## config.mk

```make
export PLATFORM = sky130hd
export DESIGN_NAME = rssi_ema_distance_estimator_core
export DESIGN_NICKNAME = d
export VERILOG_FILES = /design/src/rtl/rede_pkg.sv /design/src/rtl/rede_front.sv /design/src/rtl/rede_fifo.sv /design/src/rtl/rede_div.sv /design/src/rtl/rede_back.sv /design/src/rtl/rssi_ema_distance_estimator_core.sv
export SDC_FILE = /design/constraint.sdc
export NUM_CORES = 2
export LEC_CHECK = 0
export BUFFER_PORTS_ARGS = -buffer_cell sky130_fd_sc_hd__buf_2
export CORE_MARGIN = 1
export CORE_UTILIZATION = 35
export DETAILED_ROUTE_END_ITERATION = 10
export GPL_ROUTABILITY_DRIVEN = 0
export PLACE_DENSITY = 0.56
export SYNTH_ARGS = -nofsm -noshare
export SYNTH_HDL_FRONTEND = slang
export SYNTH_SLANG_ARGS = --single-unit
```

## constraint.sdc

```tcl
create_clock -name clk -period 9.2 [get_ports clk]
set_clock_uncertainty 0.15 [all_clocks]
set_input_delay 1.84 -clock clk [delete_from_list [all_inputs] [get_ports clk]]
set_output_delay 1.84 -clock clk [all_outputs]
set_load 0.1 [all_outputs]
```

## src/rtl/rede_pkg.sv

```systemverilog
package rede_pkg;

  localparam int FRAC_BITS_DEF = 16;
  localparam int QUEUE_DEPTH   = 2;

  // register values after reset
  localparam logic [47:0]        TARGET_ADDR_RST  = 48'd0;
  localparam logic signed [14:0] TX_POWER_RST     = -15'sd6102;
  localparam logic [13:0]        PATH_LOSS_RST    = 14'd2187;
  localparam logic [7:0]         EMA_DIVISOR_RST  = 8'd30;
  localparam logic [7:0]         SEED_SAMPLES_RST = 8'd11;

  // log2(10) and the 2^f cubic, all Q20
  localparam logic [21:0] LOG2_10_Q20 = 22'd3483294;
  localparam logic [21:0] EXP_ONE     = 22'd1048576;
  localparam logic [21:0] EXP_C1      = 22'd729878;
  localparam logic [21:0] EXP_C2      = 22'd235399;
  localparam logic [21:0] EXP_C3      = 22'd83299;

  localparam logic [19:0] MM_MAX      = 20'hFFFFF;
  localparam int          K_SAT_MIN   = 11;
  localparam int          K_ZERO_MAX  = -13;

  typedef enum logic [2:0] {
    CFG_TARGET_ADDR  = 3'd0,
    CFG_TX_POWER     = 3'd1,
    CFG_PATH_LOSS    = 3'd2,
    CFG_EMA_DIVISOR  = 3'd3,
    CFG_SEED_SAMPLES = 3'd4
  } cfg_idx_t;

  typedef struct packed {
    logic [47:0]        target_addr;
    logic signed [14:0] tx_power_centi_db;
    logic [13:0]        path_loss_centi;
    logic [7:0]         ema_divisor;
    logic [7:0]         seed_samples;
  } cfg_t;

  typedef struct packed {
    logic signed [23:0] smoothed_rssi;
    logic [19:0]        distance_mm;
    logic               distance_saturated;
  } res_t;

  typedef enum logic [4:0] {
    ST_IDLE,
    ST_SEED_GO,
    ST_SEED_WAIT,
    ST_EMA_A_GO,
    ST_EMA_A_WAIT,
    ST_EMA_R_GO,
    ST_EMA_R_WAIT,
    ST_EMA_SUM,
    ST_DIST_NUM,
    ST_MUL_LO,
    ST_MUL_HI,
    ST_DIST_SHIFT,
    ST_DIST_GO,
    ST_DIST_WAIT,
    ST_HORNER,
    ST_SCALE,
    ST_ROUND,
    ST_EMIT
  } back_state_t;

endpackage

```

## src/rtl/rede_front.sv

```systemverilog
module rede_front import rede_pkg::*; (
  input  logic        clk,
  input  logic        rst,
  input  cfg_t        cfg,
  input  logic        in_valid,
  output logic        in_stall,
  input  logic [47:0] device_addr,
  input  logic [7:0]  rssi_sample,
  output logic        push,
  output logic [7:0]  push_data,
  input  logic        push_ready
);

  logic       hold_valid;
  logic       hold_hit;
  logic [7:0] hold_rssi;
  logic       drain;
  logic       accept;

  // a non-target item leaves the holding stage at once and is dropped
  assign drain     = hold_valid && (!hold_hit || push_ready);
  assign in_stall  = hold_valid && !drain;
  assign accept    = in_valid && !in_stall;
  assign push      = hold_valid && hold_hit;
  assign push_data = hold_rssi;

  always_ff @(posedge clk) begin
    if (rst) begin
      hold_valid <= 1'b0;
    end else if (accept) begin
      hold_valid <= 1'b1;
    end else if (drain) begin
      hold_valid <= 1'b0;
    end
  end

  always_ff @(posedge clk) begin
    if (accept) begin
      hold_hit  <= (device_addr == cfg.target_addr);
      hold_rssi <= rssi_sample;
    end
  end

endmodule

```

## src/rtl/rede_fifo.sv

```systemverilog
module rede_fifo import rede_pkg::*; (
  input  logic       clk,
  input  logic       rst,
  input  logic       push,
  input  logic [7:0] push_data,
  output logic       push_ready,
  input  logic       pop,
  output logic [7:0] pop_data,
  output logic       pop_valid
);

  localparam int PTR_W = (QUEUE_DEPTH > 1) ? $clog2(QUEUE_DEPTH) : 1;
  localparam int CNT_W = $clog2(QUEUE_DEPTH + 1);

  logic [7:0]       mem [QUEUE_DEPTH];
  logic [PTR_W-1:0] wr_ptr;
  logic [PTR_W-1:0] rd_ptr;
  logic [CNT_W-1:0] fill;
  logic             push_ok;
  logic             pop_ok;

  assign push_ready = (fill != CNT_W'(QUEUE_DEPTH));
  assign pop_valid  = (fill != '0);
  assign pop_data   = mem[rd_ptr];
  assign push_ok    = push && push_ready;
  assign pop_ok     = pop && pop_valid;

  always_ff @(posedge clk) begin
    if (rst) begin
      wr_ptr <= '0;
      rd_ptr <= '0;
      fill   <= '0;
    end else begin
      if (push_ok) begin
        wr_ptr <= (wr_ptr == PTR_W'(QUEUE_DEPTH - 1)) ? '0 : wr_ptr + 1'b1;
      end
      if (pop_ok) begin
        rd_ptr <= (rd_ptr == PTR_W'(QUEUE_DEPTH - 1)) ? '0 : rd_ptr + 1'b1;
      end
      unique case ({push_ok, pop_ok})
        2'b10:   fill <= fill + 1'b1;
        2'b01:   fill <= fill - 1'b1;
        default: fill <= fill;
      endcase
    end
  end

  always_ff @(posedge clk) begin
    if (push_ok) begin
      mem[wr_ptr] <= push_data;
    end
  end

endmodule

```

## src/rtl/rede_div.sv

```systemverilog
module rede_div #(
  parameter int NUM_W = 34,
  parameter int DEN_W = 14
) (
  input  logic             clk,
  input  logic             rst,
  input  logic             start,
  input  logic [NUM_W-1:0] num,
  input  logic [DEN_W-1:0] den,
  output logic             busy,
  output logic             done,
  output logic [NUM_W-1:0] quo,
  output logic             rem_nz
);

  localparam int CNT_W = $clog2(NUM_W + 1);

  logic [CNT_W-1:0] cnt;
  logic [DEN_W-1:0] rem;
  logic [DEN_W-1:0] den_hold;
  logic [DEN_W:0]   trial;
  logic             fits;
  logic [DEN_W:0]   diff;
  logic [DEN_W-1:0] rem_next;

  // restoring division, one quotient bit a cycle; quo shifts the dividend out
  // at the top and takes quotient bits in at the bottom
  assign trial    = {rem, quo[NUM_W-1]};
  assign fits     = (trial >= {1'b0, den_hold});
  assign diff     = trial - {1'b0, den_hold};
  assign rem_next = fits ? diff[DEN_W-1:0] : trial[DEN_W-1:0];
  assign rem_nz   = (rem != '0);

  always_ff @(posedge clk) begin
    if (rst) begin
      busy <= 1'b0;
      done <= 1'b0;
      cnt  <= '0;
    end else begin
      done <= 1'b0;
      if (start) begin
        busy <= 1'b1;
        cnt  <= CNT_W'(NUM_W);
      end else if (busy) begin
        cnt <= cnt - 1'b1;
        if (cnt == CNT_W'(1)) begin
          busy <= 1'b0;
          done <= 1'b1;
        end
      end
    end
  end

  // hold the divisor for the whole pass
  always_ff @(posedge clk) begin
    if (start) begin
      quo      <= num;
      rem      <= '0;
      den_hold <= den;
    end else if (busy) begin
      quo <= {quo[NUM_W-2:0], fits};
      rem <= rem_next;
    end
  end

endmodule

```

## src/rtl/rede_back.sv

```systemverilog
module rede_back import rede_pkg::*; #(
  parameter int FRAC_BITS = FRAC_BITS_DEF
) (
  input  logic       clk,
  input  logic       rst,
  input  cfg_t       cfg,
  input  logic       pop_valid,
  input  logic [7:0] pop_data,
  output logic       pop,
  output logic       res_valid,
  output res_t       res,
  input  logic       res_taken
);

  localparam int AW    = FRAC_BITS + 8;
  localparam int NW    = FRAC_BITS + 16;
  localparam int HW    = FRAC_BITS + 23;
  localparam int PW    = FRAC_BITS + 39;
  localparam int XW    = 35;
  localparam int YW    = 36;
  localparam int KW    = YW - 16;
  localparam int DW    = (FRAC_BITS + 15 > XW - 1) ? FRAC_BITS + 15 : XW - 1;
  localparam int DEN_W = 14;

  localparam logic signed [AW-1:0] A_HI = {8'h7F, {FRAC_BITS{1'b0}}};
  localparam logic signed [AW-1:0] A_LO = {8'h80, {FRAC_BITS{1'b0}}};
  localparam logic signed [KW-1:0] K_SAT  = KW'(K_SAT_MIN);
  localparam logic signed [KW-1:0] K_ZERO = KW'(K_ZERO_MAX);
  localparam logic signed [22:0]   LOG2_10_S = {1'b0, LOG2_10_Q20};

  back_state_t state;
  back_state_t state_next;

  logic [7:0]         count;
  logic signed [15:0] sum;
  logic               seeded;
  logic signed [AW-1:0] avg;
  logic [1:0]         step;

  logic signed [7:0]    rssi;
  logic signed [AW-1:0] ad;
  logic signed [AW-1:0] rd;
  logic signed [NW-1:0] numr;
  logic [37:0]          pl;
  logic signed [HW-1:0] ph;
  logic signed [XW-1:0] xr;
  logic signed [KW-1:0] kr;
  logic [15:0]          fr;
  logic [21:0]          t;
  logic [31:0]          v;
  logic [19:0]          mm;
  logic                 sat;

  logic             div_start;
  logic [DW-1:0]    div_num;
  logic [DEN_W-1:0] div_den;
  logic             div_busy;
  logic             div_done;
  logic [DW-1:0]    div_quo;
  logic             div_rem_nz;

  logic [7:0]           need;
  logic [7:0]           divisor;
  logic [DEN_W-1:0]     path_loss;
  logic [7:0]           cnt_inc;
  logic signed [15:0]   sum_inc;
  logic [15:0]          sum_mag;
  logic [AW-1:0]        avg_mag;
  logic [7:0]           rssi_mag;
  logic [AW-1:0]        quo_a;
  logic signed [AW+1:0] ema_sum;
  logic signed [AW-1:0] ema_sat;
  logic signed [NW-1:0] tx_ext;
  logic signed [NW-1:0] a_ext;
  logic signed [NW-1:0] num_calc;
  logic [37:0]          pl_mul;
  logic signed [HW-1:0] ph_mul;
  logic signed [PW-1:0] ph_ext;
  logic signed [PW-1:0] pl_ext;
  logic signed [PW-1:0] prod;
  logic signed [PW-1:0] prod_sh;
  logic [XW-1:0]        x_mag;
  logic [YW-1:0]        q_ext;
  logic signed [YW-1:0] y_val;
  logic [37:0]          horner_mul;
  logic [21:0]          horner_c;
  logic [31:0]          v_mul;
  logic [KW-1:0]        sh_full;
  logic [5:0]           sh;
  logic [32:0]          rnd;
  logic [32:0]          r;
  logic signed [FRAC_BITS+23:0] avg_wide;
  logic signed [FRAC_BITS+23:0] avg_q16;

  rede_div #(
    .NUM_W (DW),
    .DEN_W (DEN_W)
  ) u_div (
    .clk    (clk),
    .rst    (rst),
    .start  (div_start),
    .num    (div_num),
    .den    (div_den),
    .busy   (div_busy),
    .done   (div_done),
    .quo    (div_quo),
    .rem_nz (div_rem_nz)
  );

  // zero in any of these registers acts as one
  assign need      = (cfg.seed_samples == '0) ? 8'd1 : cfg.seed_samples;
  assign divisor   = (cfg.ema_divisor == '0) ? 8'd1 : cfg.ema_divisor;
  assign path_loss = (cfg.path_loss_centi == '0) ? DEN_W'(1) : cfg.path_loss_centi;

  assign cnt_inc  = count + 1'b1;
  assign sum_inc  = sum + 16'(signed'(pop_data));
  assign sum_mag  = sum[15] ? -sum : sum;
  assign avg_mag  = avg[AW-1] ? -avg : avg;
  assign rssi_mag = rssi[7] ? -rssi : rssi;
  assign quo_a    = div_quo[AW-1:0];

  always_comb begin
    ema_sum = (AW+2)'(avg) - (AW+2)'(ad) + (AW+2)'(rd);
    if (ema_sum < (AW+2)'(A_LO)) begin
      ema_sat = A_LO;
    end else if (ema_sum > (AW+2)'(A_HI)) begin
      ema_sat = A_HI;
    end else begin
      ema_sat = ema_sum[AW-1:0];
    end
  end

  // num = tx * 2^F - 100 * a, then its product with log2(10) in two halves
  always_comb begin
    tx_ext   = NW'($signed(cfg.tx_power_centi_db)) <<< FRAC_BITS;
    a_ext    = NW'(avg);
    num_calc = tx_ext - a_ext * NW'(100);
    pl_mul   = numr[15:0] * LOG2_10_Q20;
    ph_mul   = $signed(numr[NW-1:16]) * LOG2_10_S;
    ph_ext   = PW'(ph);
    pl_ext   = PW'(pl);
    prod     = (ph_ext <<< 16) + pl_ext;
    prod_sh  = prod >>> (FRAC_BITS + 4);
    x_mag    = xr[XW-1] ? -xr : xr;
  end

  // floor division: a negative dividend with a remainder rounds one further down
  always_comb begin
    q_ext = YW'(div_quo[XW-2:0]);
    y_val = xr[XW-1] ? -(q_ext + YW'(div_rem_nz)) : q_ext;
  end

  always_comb begin
    horner_mul = t * fr;
    unique case (step)
      2'd0:    horner_c = EXP_C2;
      2'd1:    horner_c = EXP_C1;
      default: horner_c = EXP_ONE;
    endcase
    v_mul = t * 10'd1000;
  end

  always_comb begin
    sh_full = KW'(20) - kr;
    sh      = sh_full[5:0];
    rnd     = {1'b0, v} + (33'd1 << (sh - 6'd1));
    r       = rnd >> sh;
  end

  always_comb begin
    avg_wide = (FRAC_BITS+24)'(avg) <<< 16;
    avg_q16  = avg_wide >>> FRAC_BITS;
  end

  always_comb begin
    state_next = state;
    unique case (state)
      ST_IDLE: begin
        if (pop_valid) begin
          if (seeded) begin
            state_next = ST_EMA_A_GO;
          end else if (cnt_inc >= need) begin
            state_next = ST_SEED_GO;
          end
        end
      end
      ST_SEED_GO:    state_next = ST_SEED_WAIT;
      ST_SEED_WAIT:  if (div_done) state_next = ST_EMA_A_GO;
      ST_EMA_A_GO:   state_next = ST_EMA_A_WAIT;
      ST_EMA_A_WAIT: if (div_done) state_next = ST_EMA_R_GO;
      ST_EMA_R_GO:   state_next = ST_EMA_R_WAIT;
      ST_EMA_R_WAIT: if (div_done) state_next = ST_EMA_SUM;
      ST_EMA_SUM:    state_next = ST_DIST_NUM;
      ST_DIST_NUM:   state_next = ST_MUL_LO;
      ST_MUL_LO:     state_next = ST_MUL_HI;
      ST_MUL_HI:     state_next = ST_DIST_SHIFT;
      ST_DIST_SHIFT: state_next = ST_DIST_GO;
      ST_DIST_GO:    state_next = ST_DIST_WAIT;
      ST_DIST_WAIT:  if (div_done) state_next = ST_HORNER;
      ST_HORNER:     if (step == 2'd2) state_next = ST_SCALE;
      ST_SCALE:      state_next = ST_ROUND;
      ST_ROUND:      state_next = ST_EMIT;
      ST_EMIT:       if (res_taken) state_next = ST_IDLE;
      default:       state_next = ST_IDLE;
    endcase
  end

  always_comb begin
    pop       = (state == ST_IDLE) && pop_valid;
    res_valid = (state == ST_EMIT);
    div_start = 1'b0;
    div_num   = '0;
    div_den   = DEN_W'(divisor);
    unique case (state)
      ST_SEED_GO: begin
        div_start = 1'b1;
        div_num   = DW'(sum_mag[14:0]) << FRAC_BITS;
        div_den   = DEN_W'(count);
      end
      ST_EMA_A_GO: begin
        div_start = 1'b1;
        div_num   = DW'(avg_mag);
      end
      ST_EMA_R_GO: begin
        div_start = 1'b1;
        div_num   = DW'(rssi_mag) << FRAC_BITS;
      end
      ST_DIST_GO: begin
        div_start = 1'b1;
        div_num   = DW'(x_mag[XW-2:0]);
        div_den   = path_loss;
      end
      default: begin
        div_start = 1'b0;
      end
    endcase
    res.smoothed_rssi      = avg_q16[23:0];
    res.distance_mm        = mm;
    res.distance_saturated = sat;
  end

  always_ff @(posedge clk) begin
    if (rst) begin
      state  <= ST_IDLE;
      count  <= '0;
      sum    <= '0;
      seeded <= 1'b0;
      avg    <= '0;
      step   <= '0;
    end else begin
      state <= state_next;
      if (state == ST_IDLE && pop_valid && !seeded) begin
        count <= cnt_inc;
        sum   <= sum_inc;
      end
      if (state == ST_SEED_WAIT && div_done) begin
        avg    <= sum[15] ? -quo_a : quo_a;
        seeded <= 1'b1;
      end
      if (state == ST_EMA_SUM) begin
        avg <= ema_sat;
      end
      if (state == ST_DIST_WAIT) begin
        step <= '0;
      end else if (state == ST_HORNER) begin
        step <= step + 1'b1;
      end
    end
  end

  always_ff @(posedge clk) begin
    if (state == ST_IDLE && pop_valid) begin
      rssi <= pop_data;
    end
    if (state == ST_EMA_A_WAIT && div_done) begin
      ad <= avg[AW-1] ? -quo_a : quo_a;
    end
    if (state == ST_EMA_R_WAIT && div_done) begin
      rd <= rssi[7] ? -quo_a : quo_a;
    end
    if (state == ST_DIST_NUM) begin
      numr <= num_calc;
    end
    if (state == ST_MUL_LO) begin
      pl <= pl_mul;
    end
    if (state == ST_MUL_HI) begin
      ph <= ph_mul;
    end
    if (state == ST_DIST_SHIFT) begin
      xr <= prod_sh[XW-1:0];
    end
    if (state == ST_DIST_WAIT && div_done) begin
      kr <= y_val[YW-1:16];
      fr <= y_val[15:0];
      t  <= EXP_C3;
    end
    if (state == ST_HORNER) begin
      t <= horner_c + horner_mul[37:16];
    end
    if (state == ST_SCALE) begin
      v <= v_mul;
    end
    if (state == ST_ROUND) begin
      priority if (kr >= K_SAT) begin
        mm  <= MM_MAX;
        sat <= 1'b1;
      end else if (kr <= K_ZERO) begin
        mm  <= '0;
        sat <= 1'b0;
      end else if (r > 33'(MM_MAX)) begin
        mm  <= MM_MAX;
        sat <= 1'b1;
      end else begin
        mm  <= r[19:0];
        sat <= 1'b0;
      end
    end
  end

`ifndef SYNTHESIS
  a_avg_range: assert property (@(posedge clk) disable iff (rst)
    (avg >= A_LO) && (avg <= A_HI))
    else $error("moving average outside its saturation range");

  a_seeded_sticky: assert property (@(posedge clk) disable iff (rst)
    seeded |=> seeded)
    else $error("filter lost its seed");

  a_count_frozen: assert property (@(posedge clk) disable iff (rst)
    seeded |=> $stable(count))
    else $error("sample count moved after seeding");

  a_div_free: assert property (@(posedge clk) disable iff (rst)
    div_start |-> !div_busy)
    else $error("divider started while busy");
`endif

endmodule

```

## src/rtl/rssi_ema_distance_estimator_core.sv

```systemverilog
// RSSI moving-average and distance estimator. Observations arrive as
// (device_addr, rssi_sample) transfers; only those matching target_addr are
// queued, the rest are dropped in the front stage. The first seed_samples
// target samples seed the average with their mean; from then on each target
// sample updates the Q8.FRAC_BITS average and yields one result carrying the
// smoothed RSSI (Q8.16) and a log-distance path-loss estimate in millimetres,
// saturated with a flag at 1048575. A result-producing sample occupies the
// back end from leaving the queue to handing over its result, which can wait
// on the output register; three passes through the shared restoring divider
// (one quotient bit a cycle) dominate that time. The sample that seeds the
// filter makes a fourth divider pass; samples before it only add to the seed
// sum. A two-entry queue lets the front keep accepting during that time.
// Configuration writes are always taken and must only be issued while no
// target sample is in flight.
module rssi_ema_distance_estimator_core import rede_pkg::*; #(
  parameter int FRAC_BITS = FRAC_BITS_DEF
) (
  input  logic               clk,
  input  logic               rst,
  input  logic               in_valid,
  output logic               in_stall,
  input  logic [47:0]        device_addr,
  input  logic signed [7:0]  rssi_sample,
  output logic               out_valid,
  input  logic               out_stall,
  output logic signed [23:0] smoothed_rssi,
  output logic [19:0]        distance_mm,
  output logic               distance_saturated,
  input  logic               cfg_valid,
  output logic               cfg_ready,
  input  logic [2:0]         cfg_index,
  input  logic [47:0]        cfg_data
);

  cfg_t       cfg;
  logic       push;
  logic [7:0] push_data;
  logic       push_ready;
  logic       pop;
  logic [7:0] pop_data;
  logic       pop_valid;
  logic       res_valid;
  res_t       res;
  logic       res_taken;

  assign cfg_ready = 1'b1;

  always_ff @(posedge clk) begin
    if (rst) begin
      cfg.target_addr       <= TARGET_ADDR_RST;
      cfg.tx_power_centi_db <= TX_POWER_RST;
      cfg.path_loss_centi   <= PATH_LOSS_RST;
      cfg.ema_divisor       <= EMA_DIVISOR_RST;
      cfg.seed_samples      <= SEED_SAMPLES_RST;
    end else if (cfg_valid && cfg_ready) begin
      unique case (cfg_idx_t'(cfg_index))
        CFG_TARGET_ADDR:  cfg.target_addr       <= cfg_data;
        CFG_TX_POWER:     cfg.tx_power_centi_db <= cfg_data[14:0];
        CFG_PATH_LOSS:    cfg.path_loss_centi   <= cfg_data[13:0];
        CFG_EMA_DIVISOR:  cfg.ema_divisor       <= cfg_data[7:0];
        CFG_SEED_SAMPLES: cfg.seed_samples      <= cfg_data[7:0];
        default:          cfg.seed_samples      <= cfg.seed_samples;
      endcase
    end
  end

  rede_front u_front (
    .clk         (clk),
    .rst         (rst),
    .cfg         (cfg),
    .in_valid    (in_valid),
    .in_stall    (in_stall),
    .device_addr (device_addr),
    .rssi_sample (rssi_sample),
    .push        (push),
    .push_data   (push_data),
    .push_ready  (push_ready)
  );

  rede_fifo u_fifo (
    .clk        (clk),
    .rst        (rst),
    .push       (push),
    .push_data  (push_data),
    .push_ready (push_ready),
    .pop        (pop),
    .pop_data   (pop_data),
    .pop_valid  (pop_valid)
  );

  rede_back #(
    .FRAC_BITS (FRAC_BITS)
  ) u_back (
    .clk       (clk),
    .rst       (rst),
    .cfg       (cfg),
    .pop_valid (pop_valid),
    .pop_data  (pop_data),
    .pop       (pop),
    .res_valid (res_valid),
    .res       (res),
    .res_taken (res_taken)
  );

  // output register: load when empty or being drained this cycle
  assign res_taken = res_valid && (!out_valid || !out_stall);

  always_ff @(posedge clk) begin
    if (rst) begin
      out_valid <= 1'b0;
    end else if (res_taken) begin
      out_valid <= 1'b1;
    end else if (!out_stall) begin
      out_valid <= 1'b0;
    end
  end

  always_ff @(posedge clk) begin
    if (res_taken) begin
      smoothed_rssi      <= res.smoothed_rssi;
      distance_mm        <= res.distance_mm;
      distance_saturated <= res.distance_saturated;
    end
  end

endmodule

```

==> out/qor.yml <==
finish:
  drive_above_1_share: 0.0741
  n_antenna_cell: 0
  multi_input_area_mm2: 0.0441
  fillers: 18000
  area.growth.synth_to_final_pct: 10.3
  nets: 8513
  seq_area_mm2: 0.0158
detailed_routing:
  wire_per_inst_um: 18.6
  postRouteWirelength_um: 175000
  via_per_inst: 5.14
  first_pass_iters: 5
  drc: 0
  ant_nets: 0
  drt_iter0_markers: 2969
  vias: 48400
timing:
  setup_slack_ns: 0.441
  worstMarginPinSlew_ns: 1.13
  fin_crit_sh: 0.952
  rsz0062_at_grt: "false"
  period_minus_slack_ns: 8.76
  hold_violations: 0
  slew_violations: 0
  maxSlewHeadroom: 0.241
  fmax_mhz: 114
  finalSetupViolations: 0
  holdWs_ns: 0.267
  tns_ns: 0
pwr:
  p_per_area_mw_per_mm2: 133
  ir_worst_vdd_v: 0.000125
  leakagePower_nw: 32.6
clock_tree:
  path_clk_slew_ns: 0.06
  clockBufferDepth: 3
  htree_levels: 3
  ctsHoldBuffers: 0
  clock-root-buffer: "clkbuf_16"
  cts_tree: "built"
  cts.sinks: 584
  clk_latency_ns: 0.70
  numCtsBuffers: 76
die:
  rows: 156
  pin_count: 160
  dieArea_mm2: 0.185
  die-width_um: 430
  start_util: 0.354
  die_y_um: 430
  core_area_mm2: 0.182
worst_setup_path:
  critPathMaxFanout: 12
  startpoint_type: "flop"
  crit_required_ns: 9.47
  worstSetupPathType: "flop to flop"
  end_kind: "flop"
  worstPathArrival_ns: 9.03
yosys:
  yosys_most_used_dff: "edfxtp_1"
  synth_nets: 8358
  yosysUniqueCellTypes: 89
  yosysTopAreaCellShare: 0.190
  ys_ff_latch: 584
  ys_warn_count: 0
  synth_seq_area_share: 0.245
  synth_edf_count: 406
  ys_top_cells_by_count: "inv_1 (991), ha_1 (805), nand2_1 (774)"
  netlist_area_mm2: 0.0642
  yosysMostFrequentCell: "inv_1"
  async_flop_share: 0
  synth.largest_area_cell: "edfxtp_1"
  synth.avg_cell_area_um2: 9.40
  synth_area_leaders: "edfxtp_1 (19%), fa_1 (19%), ha_1 (16%), inv_1 (5.8%), dfxtp_1 (5.5%)"
  synthCells: 6833
grt:
  grt_max_degree: 125
  grt_usage: 0.190
  grt_pass1_wl_um: 279000
  gr-total-overflow: 0
  grt_pass1_vias: 49700
  grt_antenna_before_repair: 7
place:
  place_hpwl_um: 141000
  post-place-ws_ns: 0.276
  portBuffers: 158
flow_run:
  maxCapViolations: 0
outcome:
  status: "finished, final reports clean"
min_path:
  hold_class: "flop to flop"
[registers in the layout, indices dropped and copies added (netlist names), 29 cells and up, named ones only]
register          cells
u_back.ph            38
u_back.xr            35
u_back.numr          30
u_back.v             29
u_back.u_div.quo     34
cfg                  93
[routing by layer]
| layer | up-vias | part of all wire | track usage | routed length, µm |
|---|---|---|---|---|
| met5 | - | 0.00053 | 0 | 93 |
| met4 | 8 | 0.027 | 0.0519 | 4720 |
| li1 | 23300 | - | - | - |
| met1 | 23900 | 0.44 | 0.245 | 76500 |
| met3 | 214 | 0.038 | 0.0235 | 6720 |
| met2 | 919 | 0.50 | 0.334 | 87000 |
[logic make-up (layout without fill, tap and decap cells)]
| family | after synthesis | count (layout) | synth area share |
|---|---|---|---|
| AND/OR/NAND/NOR | 1908 | 1908 | 0.140 |
| buffers and inverters | 1198 | 1410 | 0.0702 |
| flip-flops | 584 | 584 | 0.245 |
| multiplexers | 91 | 91 | 0.0167 |
| AO/OA/AOI/OAI | 1158 | 1158 | 0.116 |
| XOR/XNOR | 480 | 480 | 0.0655 |
| adder cells (fa/ha/maj) | 1413 | 1413 | 0.346 |
| other | 1 | 1 | 0.0000584 |
[cell usage in the layout, fill, tap and decap left out, types with 177 or more instances in the layout]
cell type | netlist | routed
inv_1 | 991 | 991
ha_1 | 805 | 805
nand2_1 | 774 | 774
fa_1 | 608 | 608
edfxtp_1 | 406 | 406
a21oi_1 | 400 | 398
nor2_1 | 353 | 347
xnor2_1 | 304 | 301
o21ai_0 | 206 | 206
and2_1 | 181 | 180
dfxtp_1 | 178 | 177
[layout make-up]
type / count / area share
Clock buffer: 96 / 0.0291
Tap cell: 2370 / 0.0419
Multi-Input combinational cell: 5051 / 0.622
Inverter: 993 / 0.0526
Sequential cell: 584 / 0.222
Timing Repair Buffer: 282 / 0.0252
Clock inverter: 39 / 0.00661
[per-stage QoR]
| stage | utilization | instance area [µm²] | std cells | power, W |
|---|---|---|---|---|
| after floorplan | - | 64200 | 6833 | 0.00556 |
| after global placement | 0.374 | 67900 | 9237 | 0.00633 |
| after detailed placement | 0.374 | 67900 | 9237 | 0.00636 |
| after CTS | 0.388 | 70500 | 9372 | 0.00949 |
| after global routing | 0.390 | 70800 | 9415 | 0.00994 |
| final | 0.390 | 70800 | 9415 | 0.00941 |
[path summary, 6_finish.rpt]
kind / start / to / cells after the start / slack, ns
max: u_back.fr[13] / u_back.t[21] / 27 / 0.44
max reg2reg: u_back.fr[13] / u_back.t[21] / 27 / 0.44
min: u_back.mm[13] / distance_mm[13] / 0 / 0.27
min reg2reg: u_back.mm[13] / distance_mm[13] / 0 / 0.27
[power breakdown]
part	internal (W)	switching [W]	leakage (nW)	total [W]
clock network	0.00182	0.00125	1.23	0.00307
logic	0.00119	0.00173	26.2	0.00292
registers	0.00315	0.000270	5.19	0.00342
total	0.00615	0.00326	32.6	0.00941
[what timing repair did]
item | in CTS | in global routing
resized for setup | 0 | 3
setup buffers | 0 | 43
setup endpoints to repair | 0 | 4
[worst max-delay path, stage by stage (launching register included)]
cell	delay [ns]
edfxtp_1	0.57
and2_1	0.26
fa_1	0.46
fa_1	0.54
fa_1	0.54
fa_1	0.53
fa_1	0.54
inv_1	0.05
fa_1	0.53
inv_1	0.04
ha_1	0.36
a21oi_1	0.20
o21bai_1	0.11
a21o_1	0.23
or4b_2	0.67
o31a_1	0.33
o21a_1	0.23
nor2_1	0.12
xnor2_1	0.09
ha_1	0.33
inv_1	0.09
o41ai_1	0.44
a41oi_2	0.12
a2111oi_0	0.44
buf_4	0.20
o41a_1	0.14
xnor2_1	0.12
nor2_1	0.05
Note: power is estimated with default switching activity, not from simulation.
